## config.mk

```make
export PLATFORM = sky130hd
export DESIGN_NAME = lesf_result_queue
export DESIGN_NICKNAME = d
export VERILOG_FILES = /design/src/design/lesf_pkg.sv /design/src/design/lesf_result_queue.sv
export SDC_FILE = /design/constraint.sdc
export NUM_CORES = 1
export LEC_CHECK = 0
export BUFFER_PORTS_ARGS = -buffer_cell sky130_fd_sc_hd__buf_2
export CAP_MARGIN = 20
export CELL_PAD_IN_SITES_DETAIL_PLACEMENT = 1
export CELL_PAD_IN_SITES_GLOBAL_PLACEMENT = 2
export CORE_MARGIN = 5
export CORE_UTILIZATION = 45
export DETAILED_ROUTE_END_ITERATION = 10
export PLACE_DENSITY = 0.82
export RECOVER_POWER = 50
export SYNTH_ARGS = -nofsm -noshare
export SYNTH_HDL_FRONTEND = slang
export SYNTH_SLANG_ARGS = --single-unit
```

## constraint.sdc

```tcl
create_clock -name i_clk -period 9.8 [get_ports i_clk]
set_clock_uncertainty 0.1 [all_clocks]
set_input_delay 0.98 -clock i_clk [delete_from_list [all_inputs] [get_ports i_clk]]
set_output_delay 0.98 -clock i_clk [all_outputs]
set_load 0.01 [all_outputs]
```

## src/design/lesf_pkg.sv

```systemverilog
// Shared types and constants for the largest empty square finder.
// No dependencies; imported by the result queue and the top level.
package lesf_pkg;

    // Score and output field widths
    localparam int SCORE_W = 11;
    localparam int COL_W   = 10;
    localparam int ROW_W   = 10;

    // Configuration register indexes
    localparam logic [1:0] CFG_OBSTACLE  = 2'd0;
    localparam logic [1:0] CFG_ROW_WIDTH = 2'd1;
    localparam logic [1:0] CFG_ROW_COUNT = 2'd2;

    // Depth of the result queue in front of the master port
    localparam int RES_DEPTH   = 3;
    localparam int RES_CNT_W   = 2;

    // One result beat
    typedef struct packed {
        logic [ROW_W-1:0]   end_row;
        logic [COL_W-1:0]   end_column;
        logic [SCORE_W-1:0] square_size;
    } t_result;

endpackage

```

## src/design/lesf_result_queue.sv

```systemverilog
// Small shift queue holding finished results until the master side takes them.
// Depends on lesf_pkg for the result type and queue depth.
module lesf_result_queue
    import lesf_pkg::*;
(
    input  logic                 i_clk,
    input  logic                 i_rst_n,
    input  logic                 i_push,
    input  t_result              i_data,
    output logic [RES_CNT_W-1:0] o_count,
    output logic                 o_valid,
    input  logic                 i_ready,
    output t_result              o_data
);

    t_result              r_q [RES_DEPTH];
    logic [RES_CNT_W-1:0] r_count;
    logic [RES_CNT_W-1:0] n_count;
    logic                 w_pop;
    logic [RES_CNT_W-1:0] w_wr_idx;

    assign w_pop    = (r_count != '0) && i_ready;
    assign w_wr_idx = r_count - RES_CNT_W'(w_pop);
    assign n_count  = r_count + RES_CNT_W'(i_push) - RES_CNT_W'(w_pop);

    // Count of held beats
    always_ff @(posedge i_clk) begin
        if (!i_rst_n) begin
            r_count <= '0;
        end else begin
            r_count <= n_count;
        end
    end

    // Entry 0 is the head; shift on pop, fill at the first free slot
    always_ff @(posedge i_clk) begin
        for (int i = 0; i < RES_DEPTH; i++) begin
            if (i_push && (w_wr_idx == RES_CNT_W'(i))) begin
                r_q[i] <= i_data;
            end else if (w_pop && (i < RES_DEPTH - 1)) begin
                r_q[i] <= r_q[(i < RES_DEPTH - 1) ? i + 1 : i];
            end
        end
    end

    assign o_count = r_count;
    assign o_valid = (r_count != '0);
    assign o_data  = r_q[0];

    // Upstream must hold off when the queue is full
    a_no_overflow: assert property (@(posedge i_clk) disable iff (!i_rst_n)
        !(i_push && !w_pop && (r_count == RES_CNT_W'(RES_DEPTH))))
        else $error("result queue overflow");

    // A queued beat that is not taken stays at the head
    a_head_holds: assert property (@(posedge i_clk) disable iff (!i_rst_n)
        (o_valid && !i_ready) |=> (o_valid && $stable(o_data)))
        else $error("result head changed while stalled");

endmodule

```

* Word-level counts from Yosys, hierarchy flattened *
Memory sizes are Yosys's and may differ from the RTL's.
Cells that the tools add are included.

word-level totals
  register bits = 2
  RAM bits = 93
  input bits = 35
  output and inout port bits = 34
  word-level logic and storage cells = 28
  memories kept = 1

memory list
  memory  words  bits a word  read ports  clocked after memory_dff  wr ports  line                     RTL
  r_q     3      31           3           0                         3         lesf_result_queue.sv:16  t_result r_q [RES_DEPTH];

cells by class
  $add $sub $neg = 3
  equal/unequal tests = 2
  multiplexer cells = 13
  bitwise operators = 2
  reduce and logical (&&, ||, !) cells = 6

operator list
  operator            number
  $mux 31             2
  $mux 1              11
  $logic_and 1x1->1   4
  $sub 2x1->2         2
  $add 2x1->2         1
  $eq 2x1->1 const B  1
  $eq 2x2->1 const B  1
  $logic_not 2->1     1
  $or 1x1->1          2
  $reduce_bool 2->1   1

* Depth between registers and ports, before layout *
Gate-level depths: netlist of the first run.

  depth in word-level cells = 8
  mapped depth = 7
  gate-level depth less buffers = 7

* Worst setup path after synthesis of the first run *
No wires, ideal clock.

  path kind = in2reg
  start = in i_ready
  end = mem r_q[0][0] (netlist bit), enable pin
  setup time = 434 ps
  data arrival time = 3246 ps
  required time = 9266 ps
  path slack = 6021 ps
  stages on the path = 4
  path buffers = 0
  cells stage by stage = and2_1 ha_1 or2_2 o221ai_1

RTL lines
  what             line                     RTL
  start, declared  lesf_result_queue.sv:12  input logic i_ready,
  end, declared    lesf_result_queue.sv:16

==> results.sh, run 1 <==
export IMPL_status="complete, but fails checks"
export IMPL_violations="max-capacitance violations, max-slew violations"
export IMPL_grt_util_all_layers_pct=12.9
export IMPL_insertion_delay_ns=0.36
export IMPL_hold_violations=0
export IMPL_startpoint="o_count[1]"
export IMPL_coreArea_um2=9110
export IMPL_avgViaCountPerCell=4.97
export IMPL_critical_path_required_ns=9.65
export IMPL_period_share_pct=39.2
export IMPL_maxCapViolCount=2
export IMPL_avgSynthCellArea_um2=19.0
export IMPL_async_flop_share_pct=0
export IMPL_wl_per_cell_um=18.5
export IMPL_setup_violations=0
export IMPL_multi_input_area_um2=1010
export IMPL_ir_worst_vdd_uv=191
export IMPL_dieWidth_um=106
export IMPL_yosysUniqueCellTypes=23
export IMPL_hold_slack_ns=0.446
export IMPL_grt_antenna_before_repair=0
export IMPL_cts_resized=0
export IMPL_cts_max_level=3
export IMPL_holdCritStartpoint="r_q[0][35]"
export IMPL_yosysSeqAreaShare_pct=68.2
export IMPL_die_area_um2=11200
export IMPL_postRouteAntennaNets=0
export IMPL_min_period_ns=3.84
export IMPL_syn2layout_area_growth_pct=9.04
export IMPL_start_util_pct=45.6
export IMPL_postCtsSetupBuffers=0
export IMPL_dp_cells=363
export IMPL_critical_path_cell_chain="or2_2, and2_0, ha_1, or4b_1, o211ai_1, clkbuf_1"
export IMPL_cts_made_buffers=9
export IMPL_dr_pass1_iters=4
export IMPL_crit_path_end_kind="flip-flop"
export IMPL_clk_pin_slew_ns=0.10
export IMPL_synthFlopType="edfxtp_1"
export IMPL_totalWireLength_um=7040
export IMPL_instances_no_fill=380
export IMPL_ios=69
export IMPL_netlist_area_um2=4150
export IMPL_fin_util_pct=49.7
export IMPL_numClockSinks=95
export IMPL_grt_max_degree=32
export IMPL_nets=301
export IMPL_gr_total_overflow=0
export IMPL_total_power_uw=1400
export IMPL_ys_ff_latch=95
export IMPL_path_class="flip-flop to flip-flop"
export IMPL_hpwl_um=4430
export IMPL_power_density_nw_per_um2=309
export IMPL_io_buffers=68
export IMPL_drc=0
export IMPL_cts_tree="yes"
export IMPL_ys_warn_count=0
export IMPL_crit_fanout=31
export IMPL_synth_edff_count=93
export IMPL_worstHoldPathType="flip-flop to flip-flop"
export IMPL_finalMaxSlewViolations=46
export IMPL_worst_pin_slew_ns=1.85
export IMPL_fp_row_count=35
export IMPL_grt_pass1_wl_um=11000
export IMPL_regArea_um2=2830
export IMPL_n_antenna_cell=0
export IMPL_r2r_start="o_count[1]"
export IMPL_holdBufCountCts=0
export IMPL_fp_dieH_um=106
export IMPL_finalSetupTns_ns=0
export IMPL_drive_gt1_share_pct=31.6
export IMPL_n_fill_cell=895
export IMPL_power_leakage_uw=0.00160
export IMPL_startpoint_type="flip-flop"
export IMPL_rsz0062_at_grt="false"
export IMPL_grt_pass1_vias=2087
export IMPL_gp_congestion=0.677
export IMPL_synthesis_instances=219
export IMPL_synth_nets=256
export IMPL_fmax_mhz=260
export IMPL_drt_initial_drc_count=63
export IMPL_clockRootBuffer="clkbuf_8"
export IMPL_worstPathArrival_ns=3.69
export IMPL_slew_headroom_pct=-23.5
export IMPL_clk_path_buf_depth=2
export IMPL_cp_slowest_stage_delay_ns=1.35
export IMPL_vias=1887
export IMPL_slowest_stage="clkbuf_1"
-- sequential cells by signal, indices dropped and copies added, names as in the netlist --
signal   flops
r_q         93
o_count      2
-- report_power, final --
part	switching [uW]	internal [uW]
sequential	43.7	665
clock	139	144
combinational	239	170
total	422	979
-- synthesized netlist by cell type, types with 2 or more instances --
| master | n | area (um2) |
|---|---|---|
| inv_1 | 3 | 11.3 |
| buf_12 | 3 | 60.1 |
| mux2_1 | 2 | 22.5 |
| buf_4 | 34 | 255 |
| edfxtp_1 | 93 | 2790 |
| nand2_1 | 2 | 7.51 |
| mux2_2 | 30 | 338 |
| a31oi_1 | 2 | 12.5 |
| dfxtp_1 | 2 | 40.0 |
| or2_2 | 2 | 12.5 |
| and2_1 | 3 | 18.8 |
| mux2_4 | 30 | 450 |
| nor2_1 | 2 | 7.51 |
| ha_1 | 2 | 25.0 |
-- cells by family after synthesis --
logic type | count (synthesis) | synth area share [%]
AO/OA/AOI/OAI | 6 | 1.24
XOR/XNOR | 1 | 0.211
adder cells (fa/ha/maj) | 2 | 0.603
buffers and inverters | 40 | 7.87
flip-flops | 95 | 68.2
multiplexers | 62 | 19.5
AND/OR/NAND/NOR | 13 | 2.32
-- worst max-delay path, delay by kind of cell (launching register included) --
family,cells,cell delay (ns)
buffers and inverters,1,1.35
adders and majority gates,1,0.34
DFF,1,0.39
AOI/OAI and AO/OA,1,0.12
and+or+nand+nor,3,1.13
-- worst paths after layout --
kind,to,slack [ns],cells after the start
worst max register to register,r_q[0][59],5.96,6
worst min register to register,r_q[0][4],0.45,1
worst max-delay path,r_q[0][59],5.96,6
worst min-delay path,r_q[0][4],0.45,1
-- layout by cell type (no fill, tap or decap), types with 3 or more instances in the layout --
cell type and count:
buf_2 3, mux2_4 30, mux2_2 30, clkbuf_8 9
edfxtp_1 93, clkbuf_1 66, inv_1 3
-- area by class of cell --
type	count	area share (%)
clock inverters	7	2.10
multi-input cells	84	22.2
flip-flops and latches	95	62.6
repair buffers	71	7.02
clock buffers	9	2.74
well taps	111	3.07
inverters	3	0.249
-- through the flow --
step,area [um2],worst slack (ns)
after floorplan,4150,6.02
after global placement,4360,6.17
after detailed placement,4390,6.14
after CTS,4610,6.47
after global routing,4530,5.71
final,4530,5.96
-- layer usage --
metal  share of wire, %  GRT usage [%]  vias up  routed length, um
met5                  0              0        -                  0
met4                1.7           5.55        0                121
met3                4.2           3.22        9                295
met2                 50           21.9       41               3500
met1                 44           15.5      943               3120
li1                   -              -      894                  -
Note: power is estimated with default switching activity, not from simulation.
==> inputs of run 2 (changes only) <==
- CORE_UTILIZATION: 45 -> 37
- PLACE_DENSITY: 0.82 -> 0.72
- clock period: 9.8 -> 3.15 ns (I/O delays scaled with it)
==> run 2 against run 1 <==
  * The run now ends clean
  * Die area up 19%
  * Sequential share of layout area down 2.3 points
  * Routed wire length up 1.9%
  * Fmax grew 35%
  * First-iteration DRC count increased by 3.2%
  * Register-to-register slack worse by 5.7 ns
  * Critical path depth grew 1
  * Core utilization fell by 6.7 points
  * Critical endpoint is now r_q[0][61]
  * Largest power group unchanged
==> results.sh, run 2 (synthesis results as in run 1) <==
export IMPL_top_register="r_q"
export IMPL_finalMaxSlewViolations=0
export IMPL_slew_headroom_pct=57.7
export IMPL_holdBufCountCts=0
export IMPL_drc=0
export IMPL_die_area_um2=13400
export IMPL_fin_util_pct=43.0
export IMPL_crit_fanout=16
export IMPL_insertion_delay_ns=0.33
export IMPL_clockRootBuffer="clkbuf_16"
export IMPL_grt_antenna_before_repair=0
export IMPL_fp_dieH_um=116
export IMPL_setup_violations=0
export IMPL_postRouteAntennaNets=0
export IMPL_n_antenna_cell=0
export IMPL_vias=1904
export IMPL_coreArea_um2=10900
export IMPL_min_period_ns=2.85
export IMPL_grt_busiest_layer="met2"
export IMPL_status="finished clean"
export IMPL_clk_path_buf_depth=2
export IMPL_n_fill_cell=1091
export IMPL_rrSetupSlack_ns=0.30
export IMPL_drt_initial_drc_count=65
export IMPL_path_class="flip-flop to flip-flop"
export IMPL_cts_resized=0
export IMPL_worst_pin_slew_ns=0.634
export IMPL_multi_input_area_um2=1030
export IMPL_regArea_um2=2830
export IMPL_grtUsageMet1_pct=14.0
export IMPL_startpoint_type="flip-flop"
export IMPL_r2r_start="o_count[1]"
export IMPL_grt_max_degree=32
export IMPL_grt_util_all_layers_pct=11.1
export IMPL_cts_made_buffers=9
export IMPL_totalWireLength_um=7180
export IMPL_power_leakage_uw=0.00166
export IMPL_cts_tree="yes"
export IMPL_start_util_pct=38.0
export IMPL_startpoint="o_count[1]"
export IMPL_cp_endpoint="r_q[0][61]"
export IMPL_final_common_cell="edfxtp_1"
export IMPL_gr_total_overflow=0
export IMPL_io_buffers=68
export IMPL_grt_pass1_vias=2074
export IMPL_crit_path_end_kind="flip-flop"
export IMPL_wl_per_cell_um=17.4
export IMPL_nets=304
export IMPL_fmax_mhz=351
export IMPL_rsz0062_at_grt="false"
export IMPL_ios=69
export IMPL_power_density_nw_per_um2=974
export IMPL_worstPathArrival_ns=2.84
export IMPL_clk_pin_slew_ns=0.07
export IMPL_fp_row_count=38
export IMPL_critical_path_required_ns=3.14
export IMPL_r2r_end="r_q[0][61]"
export IMPL_syn2layout_area_growth_pct=13.2
export IMPL_use_met2_pct=18.1
export IMPL_dr_pass1_iters=4
export IMPL_ir_worst_vdd_uv=433
export IMPL_avgViaCountPerCell=4.62
export IMPL_reg2regPathDepth=7
export IMPL_hpwl_um=4790
export IMPL_grt_pass1_wl_um=11200
export IMPL_dieWidth_um=116
export IMPL_grt_util_met3_pct=3.24
export IMPL_cts_max_level=3
export IMPL_hold_violations=0
export IMPL_postCtsSetupBuffers=0
export IMPL_worstHoldPathType="input pin to flip-flop"
export IMPL_period_share_pct=90.6
export IMPL_maxCapViolCount=0
export IMPL_finalSetupTns_ns=0
export IMPL_final_cell_mix="93 x edfxtp_1, 62 x clkbuf_1, 30 x mux2_2, 30 x mux2_4, 9 x clkbuf_16"
export IMPL_numClockSinks=95
export IMPL_largest_register_ffs=93
export IMPL_gp_congestion=0.629
export IMPL_drive_gt1_share_pct=35.7
[run 2: worst min-delay path by stage]
stage | start | end | cells after the start
after global routing | i_rst_n | o_count[1] | 2
after global placement | r_q[0][35] | r_q[0][4] | 1
after floorplan | i_data[0] | r_q[0][62] | 0
final | i_rst_n | o_count[1] | 2
after CTS | i_data[29] | r_q[0][91] | 1
after detailed placement | i_data[30] | r_q[0][92] | 1
[run 2: routing by layer]
layer  part of all wire [%]  wire, um  vias up
met5                      0         0        -
met4                   0.84        60        0
met3                    4.8       346        6
met2                     49      3520       39
met1                     45      3250      955
li1                       -         -      904
[run 2: layout make-up]
type                    instances  area share [%]
clock buffers                   9            4.79
clock inverters                 7            1.60
flip-flops and latches         95            60.3
well taps                     140            3.73
inverters                       3           0.240
repair buffers                 74            7.35
multi-input cells              84            22.0
[run 2: critical path, stage by stage, from the launching register on]
cell	delay [ns]
dfxtp_1	0.38
or2_4	0.29
and2_4	0.15
ha_1	0.35
or4b_4	0.53
nand4_4	0.11
buf_4	0.31
mux2_2	0.37
[run 2: per-stage QoR]
stage / setup slack (ns) / hold WS [ns] / cell area, um2 / total power [uW] / cells
finish: 0.297 / 0.0930 / 4700 / 4580 / 412
global route: 0.194 / 0.0941 / 4700 / 4840 / 412
CTS: 0.451 / 0.0666 / 4790 / 4760 / 412
detailed placement: 0.461 / 0.424 / 4490 / 3660 / 396
global placement: 0.513 / 0.418 / 4490 / 3610 / 396
floorplan: -0.0608 / 0.314 / 4180 / 3380 / 219
[run 2: power breakdown]
group          switching (uW)  internal (uW)  leakage, uW
Clock                     512            563     0.000145
Sequential                133           2050     0.000890
Combinational             762            554     0.000628
Total                    1410           3170      0.00166
==> inputs of run 3 (changes only) <==
- GPL_TIMING_DRIVEN: default -> 0
- REMOVE_ABC_BUFFERS: default -> 1
- SLEW_MARGIN: default -> 15
==> run 3 against run 2 <==
  * Sequential share of layout area down 0.99 points
  * Global-route usage is 0.33 points higher
  * Critical path type unchanged
  * Clock-buffer cell count unchanged
  * Register-to-register slack got worse by 0.12 ns
  * Routed wire length up 6.4%
  * Core utilization is 0.72 points higher
  * Sequential power is essentially flat
  * Flip-flop and latch count unchanged
  * First-iteration DRC count up 38%
  * Critical endpoint is now r_q[0][52]
  * Fmax is 4.1% lower
  * Clock power is 6% higher
==> results.sh, run 3 (synthesis results as in run 1) <==
export IMPL_status="finished clean"
export IMPL_power_leakage_uw=0.00169
export IMPL_drive_gt1_share_pct=34.5
export IMPL_clk_pin_slew_ns=0.06
export IMPL_cts_made_buffers=9
export IMPL_crit_path_end_kind="flip-flop"
export IMPL_maxCapViolCount=0
export IMPL_coreArea_um2=10900
export IMPL_gp_congestion=0.696
export IMPL_drc=0
export IMPL_fp_dieH_um=116
export IMPL_grt_util_all_layers_pct=11.4
export IMPL_fin_util_pct=43.7
export IMPL_postRouteAntennaNets=0
export IMPL_finalMaxSlewViolations=0
export IMPL_avgViaCountPerCell=4.73
export IMPL_hold_violations=0
export IMPL_numClockSinks=95
export IMPL_path_class="flip-flop to flip-flop"
export IMPL_cts_tree="yes"
export IMPL_slew_headroom_pct=57.0
export IMPL_drt_initial_drc_count=90
export IMPL_period_share_pct=94.5
export IMPL_clk_path_buf_depth=2
export IMPL_grt_pass1_wl_um=11500
export IMPL_clockRootBuffer="clkbuf_16"
export IMPL_fmax_mhz=336
export IMPL_insertion_delay_ns=0.34
export IMPL_fp_row_count=38
export IMPL_min_period_ns=2.98
export IMPL_critical_path_required_ns=3.09
export IMPL_ios=69
export IMPL_die_area_um2=13400
export IMPL_rsz0062_at_grt="false"
export IMPL_worstPathArrival_ns=2.92
export IMPL_final_common_cell="edfxtp_1"
export IMPL_final_cell_mix="93 x edfxtp_1, 64 x clkbuf_1, 30 x mux2_2, 30 x mux2_4, 9 x clkbuf_16"
export IMPL_dr_pass1_iters=4
export IMPL_rrSetupSlack_ns=0.17
export IMPL_grt_max_degree=32
export IMPL_crit_fanout=8
export IMPL_io_buffers=68
export IMPL_design_area_um2=4780
export IMPL_hpwl_um=4800
export IMPL_gr_total_overflow=0
export IMPL_ir_worst_vdd_uv=602
export IMPL_n_antenna_cell=0
export IMPL_cts_max_level=3
export IMPL_start_util_pct=38.0
export IMPL_wl_per_cell_um=18.4
export IMPL_largest_register_ffs=93
export IMPL_grt_pass1_vias=2140
export IMPL_vias=1963
export IMPL_startpoint_type="flip-flop"
export IMPL_syn2layout_area_growth_pct=15.1
export IMPL_dieWidth_um=116
export IMPL_worst_pin_slew_ns=0.646
export IMPL_dpl_cell_area_um2=4500
export IMPL_worstHoldPathType="input pin to flip-flop"
export IMPL_power_density_nw_per_um2=994
export IMPL_totalWireLength_um=7630
export IMPL_setup_violations=0
export IMPL_grt_antenna_before_repair=0
export IMPL_nets=307
export IMPL_top_register="r_q"
## run 3: cell count changes in the layout (fill, tap and decap cells not counted), sizes merged
cell / before / now
inv: 7 / 3
bufinv: 0 / 2
nand4: 2 / 3
clkbuf: 71 / 73
clkinv: 2 / 5
clkinvlp: 1 / 0
## run 3: worst max-delay path, cell delays in order, from the launching register on
cell and delay [ns]:
dfxtp_1 0.39, or2_4 0.34, and2_0 0.18, ha_1 0.35, or4b_4 0.57, o211ai_1 0.28
buf_4 0.27, buf_4 0.20
## run 3: layer usage
| metal | vias up | GRT usage, % | wire length, um | part of all wire (%) |
|---|---|---|---|---|
| li1 | 915 | - | - | - |
| met1 | 986 | 14.8 | 3390 | 44 |
| met2 | 52 | 18.0 | 3740 | 49 |
| met3 | 10 | 2.82 | 357 | 4.7 |
| met4 | 0 | 5.57 | 148 | 1.9 |
| met5 | - | 0 | 0 | 0 |
## run 3: layout make-up
type	count	area, um2
multi-input cells	85	1050
clock inverters	7	87.6
well taps	140	175
repair buffers	76	393
fillers	1098	6160
inverters	3	11.3
flip-flops and latches	95	2830
clock buffers	9	225
## run 3: path summary, 6_finish.rpt
| kind | to | startpoint | cells after the start |
|---|---|---|---|
| max | r_q[0][52] | o_count[1] | 7 |
| min | o_count[1] | i_rst_n | 2 |
| max reg2reg | r_q[0][52] | o_count[1] | 7 |
| min reg2reg | r_q[0][5] | r_q[0][36] | 1 |
## run 3: power by group
group          total (uW)  switching [uW]  internal [uW]
Sequential           2190             132           2050
Combinational        1430             807            618
Clock                1140             448            690
## run 3: metrics by stage
stage	TNS (ns)	worst slack, ns	std cells	power (uW)	hold slack [ns]
after floorplan	-30.08	-0.468	182	3040	0.314
after global placement	-149.82	-1.66	390	3520	0.414
after detailed placement	-0.875	-0.0746	397	3680	0.416
after CTS	0	0.0519	414	4870	0.0680
after global routing	0	0.0112	415	5030	0.0917
final	0	0.175	415	4750	0.0962
## run 3: timing repair
action                                  4_1_cts  5_1_grt
pin swaps                                     2        1
setup buffers                                 1        0
hold buffers                                  0        0
endpoints found under the setup margin       32       31
resized for setup                             1        1
cloned                                        0        1
